--- config.mk ---
export PLATFORM = sky130hd
export DESIGN_NAME = cmt_ctrl
export DESIGN_NICKNAME = d
export VERILOG_FILES = /design/src/design/cmt_pkg.sv /design/src/design/cmt_ctrl.sv
export SDC_FILE = /design/constraint.sdc
export NUM_CORES = 1
export LEC_CHECK = 0
export BUFFER_PORTS_ARGS = -buffer_cell sky130_fd_sc_hd__clkbuf_2
export CAP_MARGIN = 20
export CORE_MARGIN = 3
export CORE_UTILIZATION = 49
export DETAILED_ROUTE_END_ITERATION = 12
export PLACE_DENSITY = 0.76
export SETUP_SLACK_MARGIN = 0.15
export SLEW_MARGIN = 20
export SYNTH_ARGS = -nofsm -noshare
export SYNTH_HDL_FRONTEND = slang
export SYNTH_SLANG_ARGS = --single-unit
export TNS_END_PERCENT = 10
--- constraint.sdc ---
create_clock -name i_clk -period 2.1 [get_ports i_clk]
set_input_delay 0.105 -clock i_clk [delete_from_list [all_inputs] [get_ports i_clk]]
set_output_delay 0.105 -clock i_clk [all_outputs]
set_load 0.02 [all_outputs]
--- src/design/cmt_pkg.sv ---
// ----------------------------------------------------------------------------
// cmt_pkg
// Shared types, constants and hash functions of the cuckoo MAC table.
// ----------------------------------------------------------------------------
package cmt_pkg;

    localparam int TOTAL_SLOTS = 128;
    localparam int MAX_HOPS    = 8;
    localparam int SEQ_SLOTS   = 16;

    localparam int MAC_W  = 48;
    localparam int SLOT_W = 7;
    localparam int ROW_W  = 6;
    localparam int CNT_W  = 8;
    localparam int HOP_W  = (MAX_HOPS > 1) ? $clog2(MAX_HOPS) : 1;
    localparam int NLOG_W = $clog2(MAX_HOPS + 1);
    localparam int LOG_W  = SLOT_W + MAC_W;

    localparam int GRP_SZ = 8;
    localparam int N_GRP  = TOTAL_SLOTS / GRP_SZ;
    localparam int GIDX_W = $clog2(GRP_SZ);
    localparam int GRP_W  = $clog2(N_GRP);

    localparam logic [CNT_W-1:0] CAP_RESET = CNT_W'(96);
    localparam logic [CNT_W-1:0] NONE_FREE = CNT_W'(TOTAL_SLOTS);
    localparam logic [TOTAL_SLOTS-1:0] SEQ_MASK =
        (SEQ_SLOTS >= TOTAL_SLOTS) ? {TOTAL_SLOTS{1'b1}}
                                   : ((TOTAL_SLOTS'(1) << SEQ_SLOTS) - TOTAL_SLOTS'(1));

    localparam logic CFG_MODE = 1'b0;
    localparam logic CFG_CAP  = 1'b1;

    typedef enum logic [1:0] {
        CMD_ADD  = 2'd0,
        CMD_DEL  = 2'd1,
        CMD_CLR  = 2'd2,
        CMD_READ = 2'd3
    } t_cmd;

    typedef enum logic [2:0] {
        ST_OK       = 3'd0,
        ST_ROLLBACK = 3'd1,
        ST_FULL     = 3'd2,
        ST_ZERO     = 3'd3,
        ST_BADSLOT  = 3'd4,
        ST_NOFREE   = 3'd5
    } t_status;

    typedef enum logic [3:0] {
        DP_NOP,
        DP_LOAD,
        DP_DISP,
        DP_RD_S1,
        DP_DEC,
        DP_HOP_A,
        DP_HOP_B,
        DP_UNDO,
        DP_SEQ_A,
        DP_SEQ_B,
        DP_FILL,
        DP_RD_OUT,
        DP_FF1,
        DP_FF2
    } t_dp_op;

    typedef struct packed {
        t_dp_op op;
    } t_ctrl;

    typedef struct packed {
        t_cmd cmd;
        logic mode;
        logic early_done;
        logic dec_done;
        logic hop_free;
        logic hop_last;
        logic undo_last;
        logic seq_valid;
        logic seq_hit;
        logic seq_last;
    } t_dp_stat;

    function automatic logic [ROW_W-1:0] fold6(input logic [MAC_W-1:0] x);
        logic [ROW_W-1:0] r;
        r = '0;
        for (int k = 0; k < MAC_W / ROW_W; k++) begin
            r = r ^ x[k*ROW_W +: ROW_W];
        end
        return r;
    endfunction

    function automatic logic [MAC_W-1:0] rev48(input logic [MAC_W-1:0] x);
        logic [MAC_W-1:0] r;
        for (int k = 0; k < MAC_W / 8; k++) begin
            r[(MAC_W/8-1-k)*8 +: 8] = x[k*8 +: 8];
        end
        return r;
    endfunction

    function automatic logic [SLOT_W-1:0] hslot0(input logic [MAC_W-1:0] m);
        return {1'b0, fold6(m)};
    endfunction

    function automatic logic [SLOT_W-1:0] hslot1(input logic [MAC_W-1:0] m);
        return {1'b1, fold6(rev48(m))};
    endfunction

endpackage

--- src/design/cmt_ctrl.sv ---
// ----------------------------------------------------------------------------
// cmt_ctrl
// Command sequencer: steps the datapath through each table command.
// ----------------------------------------------------------------------------
module cmt_ctrl (
    input  logic              i_clk,
    input  logic              i_rst_n,
    input  logic              i_start,
    input  cmt_pkg::t_dp_stat i_stat,
    output cmt_pkg::t_ctrl    o_ctrl,
    output logic              o_busy
);
    import cmt_pkg::*;

    typedef enum logic [12:0] {
        S_IDLE   = 13'h0001,
        S_DISP   = 13'h0002,
        S_RD_S1  = 13'h0004,
        S_DEC    = 13'h0008,
        S_HOP_A  = 13'h0010,
        S_HOP_B  = 13'h0020,
        S_UNDO   = 13'h0040,
        S_SEQ_A  = 13'h0080,
        S_SEQ_B  = 13'h0100,
        S_FILL   = 13'h0200,
        S_RD_OUT = 13'h0400,
        S_FF1    = 13'h0800,
        S_FF2    = 13'h1000
    } t_state;

    t_state r_state, n_state;

    always_comb begin
        n_state = r_state;
        o_ctrl.op = DP_NOP;
        unique case (r_state)
            S_IDLE: begin
                if (i_start) begin
                    o_ctrl.op = DP_LOAD;
                    n_state = S_DISP;
                end
            end
            S_DISP: begin
                o_ctrl.op = DP_DISP;
                unique case (i_stat.cmd)
                    CMD_ADD: begin
                        if (!i_stat.mode) n_state = S_SEQ_A;
                        else if (i_stat.early_done) n_state = S_FF1;
                        else n_state = S_RD_S1;
                    end
                    CMD_READ: n_state = i_stat.early_done ? S_FF1 : S_RD_OUT;
                    default:  n_state = S_FF1;
                endcase
            end
            S_RD_S1: begin
                o_ctrl.op = DP_RD_S1;
                n_state = S_DEC;
            end
            S_DEC: begin
                o_ctrl.op = DP_DEC;
                n_state = i_stat.dec_done ? S_FF1 : S_HOP_A;
            end
            S_HOP_A: begin
                o_ctrl.op = DP_HOP_A;
                n_state = i_stat.hop_free ? S_FF1 : S_HOP_B;
            end
            S_HOP_B: begin
                o_ctrl.op = DP_HOP_B;
                n_state = i_stat.hop_last ? S_UNDO : S_HOP_A;
            end
            S_UNDO: begin
                o_ctrl.op = DP_UNDO;
                if (i_stat.undo_last) n_state = S_FF1;
            end
            S_SEQ_A: begin
                o_ctrl.op = DP_SEQ_A;
                if (i_stat.seq_valid) n_state = S_SEQ_B;
                else if (i_stat.seq_last) n_state = S_FILL;
            end
            S_SEQ_B: begin
                o_ctrl.op = DP_SEQ_B;
                if (i_stat.seq_hit) n_state = S_FF1;
                else if (i_stat.seq_last) n_state = S_FILL;
                else n_state = S_SEQ_A;
            end
            S_FILL: begin
                o_ctrl.op = DP_FILL;
                n_state = S_FF1;
            end
            S_RD_OUT: begin
                o_ctrl.op = DP_RD_OUT;
                n_state = S_FF1;
            end
            S_FF1: begin
                o_ctrl.op = DP_FF1;
                n_state = S_FF2;
            end
            S_FF2: begin
                o_ctrl.op = DP_FF2;
                n_state = S_IDLE;
            end
            default: n_state = S_IDLE;
        endcase
    end

    always_ff @(posedge i_clk) begin
        if (!i_rst_n) begin
            r_state <= S_IDLE;
        end else begin
            r_state <= n_state;
        end
    end

    assign o_busy = (r_state != S_IDLE);

endmodule

# --- Word level (Yosys, flattened, before mapping) ---
# Index checks and enable logic that the tools add are counted.
word_totals:
  inputBits: 14
  wordCells: 38
  register_bits: 13
  out_inout_bits: 5
classes:
  n_mux: 16
  eq_ne: 18
  n_reduce_logical: 3
ops:
  columns: ["operator", "n"]
  rows:
  - ["case mux 13 bit (11 select lines)", 1]
  - ["two-way mux 12 bit", 6]
  - ["two-way mux 13 bit", 4]
  - ["case mux 4 bit (13 select lines)", 1]
  - ["case mux 13 bit (2 select lines)", 1]
  - ["equality test 13 x 1 -> 1 bit, second input constant", 1]
  - ["equality test 13 x 10 -> 1 bit, second input constant", 1]
  - ["equality test 13 x 11 -> 1 bit, second input constant", 1]
  - ["equality test 13 x 12 -> 1 bit, second input constant", 1]
  - ["equality test 13 bit, second input constant", 1]
  - ["equality test 13 x 2 -> 1 bit, second input constant", 1]
  - ["equality test 13 x 3 -> 1 bit, second input constant", 1]
  - ["equality test 13 x 4 -> 1 bit, second input constant", 1]
  - ["equality test 13 x 5 -> 1 bit, second input constant", 1]
  - ["equality test 13 x 6 -> 1 bit, second input constant", 1]
  - ["equality test 13 x 7 -> 1 bit, second input constant", 1]
  - ["equality test 13 x 8 -> 1 bit, second input constant", 1]
  - ["equality test 13 x 9 -> 1 bit, second input constant", 1]
  - ["inequality test 13 x 1 -> 1 bit, second input constant", 1]
  - ["two-way mux 10 bit", 1]
  - ["two-way mux 7 bit", 1]
  - ["inequality test 2 bit, second input constant", 2]
  - ["inequality test 3 bit, second input constant", 1]
  - ["AND reduction 3 bit", 1]
  - ["other kinds (4)", 4]

# --- Longest topological paths before layout ---
logic_depth:
  ltp_word: 4
  ltp_mapped: 7
  mapped_depth_nobuf: 7

# --- Least setup slack after synthesis ---
# Ideal clock, no wire load.
synth_timing:
  kind: "reg-to-reg"
  start: "register r_state[5]"
  end: "register r_state[0]"
  period_less_slack_ns: 2.313
  path_stages_with_launch: 8
  setup_time_ns: 0.161
  slack_ns: -0.213
  t_arrival_ns: 2.151
  required_ns: 1.939
  cell_sequence: "dfxtp_1 -> buf_6 -> or4_4 -> buf_6 -> o32ai_1 -> a32oi_1 -> nor4_1 -> o211ai_1"
synth_between:
  elab_chain_len: 3
synth_lines:
  columns: ["item", "line", "source"]
  rows:
  - ["start: declaration", "cmt_ctrl.sv:31", "t_state r_state, n_state;"]
  - ["start signal: assignment", "cmt_ctrl.sv:110", "r_state <= n_state;"]
  - ["equality test 13 x 11 -> 1 bit (tied with other cells)", "cmt_ctrl.sv:36", "unique case (r_state)"]
  - ["OR reduction 2 bit (no source line) (tied with other cells)", null, null]
  - ["case mux 13 bit (11 select lines) / AND reduction 3 bit (equally long branches)", null, null]
# Parallel ways exist; a longest one is shown, timed or not.
# A chain may end at the register's enable or synchronous reset.

==> flow_metrics.tcl <==
set metrics [dict create \
    synth.largest_area_cell "sky130_fd_sc_hd__dfxtp_1" \
    ys_seq_elements 13 \
    top_register "r_state" \
    layout_worst_path_cycle_share_pct 110.7 \
    clkSlewWorstSetupHoldPaths_ns 0.09 \
    peakVddDrop_v 0.0004703 \
    maxClockFrequency_ghz 0.4301 \
    cts_tree "built" \
    worst_slew_pin_slew_ns 0.3855 \
    io_pins 19 \
    r2r_start "r_state[11]" \
    firstDrtPassIters 4 \
    post_dp_cell_area_um2 1321 \
    finalCoreUtilization_pct 78.31 \
    power.leakage_nw 0.6698 \
    routedWlPerCell_um 17.33 \
    hold_path_depth 3 \
    unrepaired_setup_endpoints_after_global_routing "true" \
    global_route.usage.total_pct 25.87 \
    grt_first_pass_wirelength_um 5319 \
    globalRoute.totalOverflow 0 \
    slew_headroom_pct 74.30 \
    async_reset_ff_share_pct 0 \
    layout-drive-gt1-share_pct 47.16 \
    cts.path.max_buffers 2 \
    run_status "complete, but fails checks" \
    remaining_design_rule_violation_count 0 \
    tritoncts_num_sinks 13 \
    setup.worst_path.end_class "primary output" \
    synth.top_cells.by_count "sky130_fd_sc_hd__nor2_1 (14), sky130_fd_sc_hd__dfxtp_1 (13), sky130_fd_sc_hd__clkbuf_1 (9)" \
    root_buffer "sky130_fd_sc_hd__clkbuf_4" \
    place_ws_ns -0.1030 \
    cp-start-kind "flop" \
    setup.reg_to_reg.worst_slack_ns -0.18 \
    avgSynthCellArea_um2 7.642 \
    slew_viol_final 0 \
    grt_start_max_net_pins 14 \
    worst_slack_ns -0.2252 \
    final_net_count 193 \
    hold-path-endpoint "r_state[8]" \
    hold_path_startpoint "i_stat[2]" \
    final_wirelength_um 3517 \
    area_growth_syn_to_layout_pct 47.59 \
    reg2reg_to "r_state[7]" \
    synth_cells 139 \
    powerDensity_nw_per_um2 567.5 \
    synth.net_count 155 \
    skew_ns 0.01187 \
    detail-route-antenna-nets 0 \
    setup_viol_count_final 10 \
    vias 1289 \
    final_period_minus_worst_setup_slack_ns 2.325 \
    fp.dieArea_um2 2763 \
    syn-cell-area_um2 1062 \
    floorplan.initialDensity_pct 53.06 \
    place_hpwl_um 2370 \
    min_path_type "in2reg" \
    cp.arrival_ns 2.22 \
    post-synth-top-count-cell "sky130_fd_sc_hd__nor2_1" \
    r2r_cells 6 \
    drt_iter0_markers 49 \
    initial_antenna_violation_count 0 \
    cts-buffers-inserted 3 \
    timing.setup.critical_path_class "reg2out" \
    critical_path.max_fanout 3 \
    finalPower_uw 889.7 \
    largest_register_ffs 13 \
    edff_count_synth 0 \
    clock_tree.htree_level_count 1 \
    io_buffer_count 18 \
    place_congestion 1.040 \
    via_density_per_instance 6.350 \
    share_of_the_synthesized_area_in_the_top_cell_type_pct 24.50 \
    synth_top_cells_by_area "sky130_fd_sc_hd__dfxtp_1 (24%), sky130_fd_sc_hd__nor2_1 (4.9%), sky130_fd_sc_hd__nor4_1 (4.1%)" \
    grt_pass1_vias 1191 \
    clk-insertion-delay-late_ns 0.29 \
    floorplan_die_width_um 52.56 \
    required_time_worst_endpoint_ns 2.00 \
    core_area_um2 2002 \
    yosys.cell_types.count 41 \
    largestRegisters "r_state (13)" \
    hold_violations 0 \
    synth_warnings 0 \
    die-height_um 52.56 \
    placement_rows 16 \
    synth_seq_area_share_pct 24.50 \
    dominantRegCellSynth "sky130_fd_sc_hd__dfxtp_1" \
    finalInstanceArea_um2 1568 \
    violations "setup timing" \
    max_cap_violations 0 \
    diodes 0 \
]
worst max path at each step:
stage | startpoint | to | cells past startpoint
after floorplan | r_state[5] | r_state[7] | 7
after global placement | r_state[8] | r_state[7] | 5
after detailed placement | r_state[8] | r_state[7] | 5
after CTS | r_state[11] | r_state[7] | 6
after global routing | r_state[11] | o_ctrl[3] | 6
final | r_state[11] | o_ctrl[3] | 6
worst max-delay path: stages (launching register included):
cell and delay, ns:
sky130_fd_sc_hd__dfxtp_2 0.33, sky130_fd_sc_hd__or4_4 0.55, sky130_fd_sc_hd__buf_6 0.14, sky130_fd_sc_hd__or4_4 0.54, sky130_fd_sc_hd__buf_4 0.16, sky130_fd_sc_hd__nand3_1 0.07, sky130_fd_sc_hd__clkbuf_8 0.15
layout by cell type (no fill, tap or decap), types with 5 or more instances in the layout:
cell	instances
sky130_fd_sc_hd__nor2_1	14
sky130_fd_sc_hd__buf_4	25
sky130_fd_sc_hd__o21ai_0	5
sky130_fd_sc_hd__inv_1	7
sky130_fd_sc_hd__dfxtp_1	9
sky130_fd_sc_hd__or4_4	7
sky130_fd_sc_hd__nor3_1	5
sky130_fd_sc_hd__nand3_1	6
sky130_fd_sc_hd__clkbuf_2	13
sky130_fd_sc_hd__xor2_1	5
sky130_fd_sc_hd__nand2_1	5
layer usage:
layer  GRT usage, %  routed length [µm]  up-vias
met1          33.22                1415      601
li1               -                   -      596
met4          10.64                  64        0
met5              0                   0        -
met3          2.564                 281       12
met2          43.60                1755       80
what timing repair did:
| item | 4_1_cts | 5_1_grt |
|---|---|---|
| buffers inserted | 1 | 0 |
| hold endpoints to repair | 1 | 0 |
| gates resized for setup | 25 | 21 |
| hold buffers | 1 | 0 |
| pin swaps | 7 | 3 |
| endpoints found under the setup margin | 15 | 14 |
report_power, final:
part | internal [mW] | switching, mW | total [mW]
logic | 0.231 | 0.230 | 0.461
clock network | 0.0739 | 0.0903 | 0.164
registers | 0.258 | 0.00659 | 0.265
per-stage QoR:
stage | std cells | setup TNS (ns) | hold slack (ns)
after floorplan | 139 | -0.2099 | 0.1812
after global placement | 197 | -0.3275 | 0.2929
after detailed placement | 197 | -0.4516 | 0.2952
after CTS | 203 | -0.8979 | 0.02789
after global routing | 203 | -1.415 | 0.05180
final | 203 | -1.252 | 0.03410
area by class of cell:
cell class / count / area, µm²
Fill cell: 130 / 434.2
Multi-Input combinational cell: 106 / 864.6
Timing Repair Buffer: 46 / 351.6
Inverter: 7 / 26.28
Tap cell: 27 / 33.78
Sequential cell: 13 / 265.3
Clock buffer: 4 / 26.28
cells by family (layout without fill, tap and decap cells):
group / after synthesis / in the layout / synth area share (%)
compound gates: 24 / 24 / 15.08
xor+xnor: 8 / 8 / 6.596
fa+ha+maj: 2 / 2 / 2.355
buf+inv: 20 / 57 / 8.716
flops: 13 / 13 / 24.50
simple gates: 72 / 72 / 42.76
No activity file was read; power rests on OpenSTA's default activity.
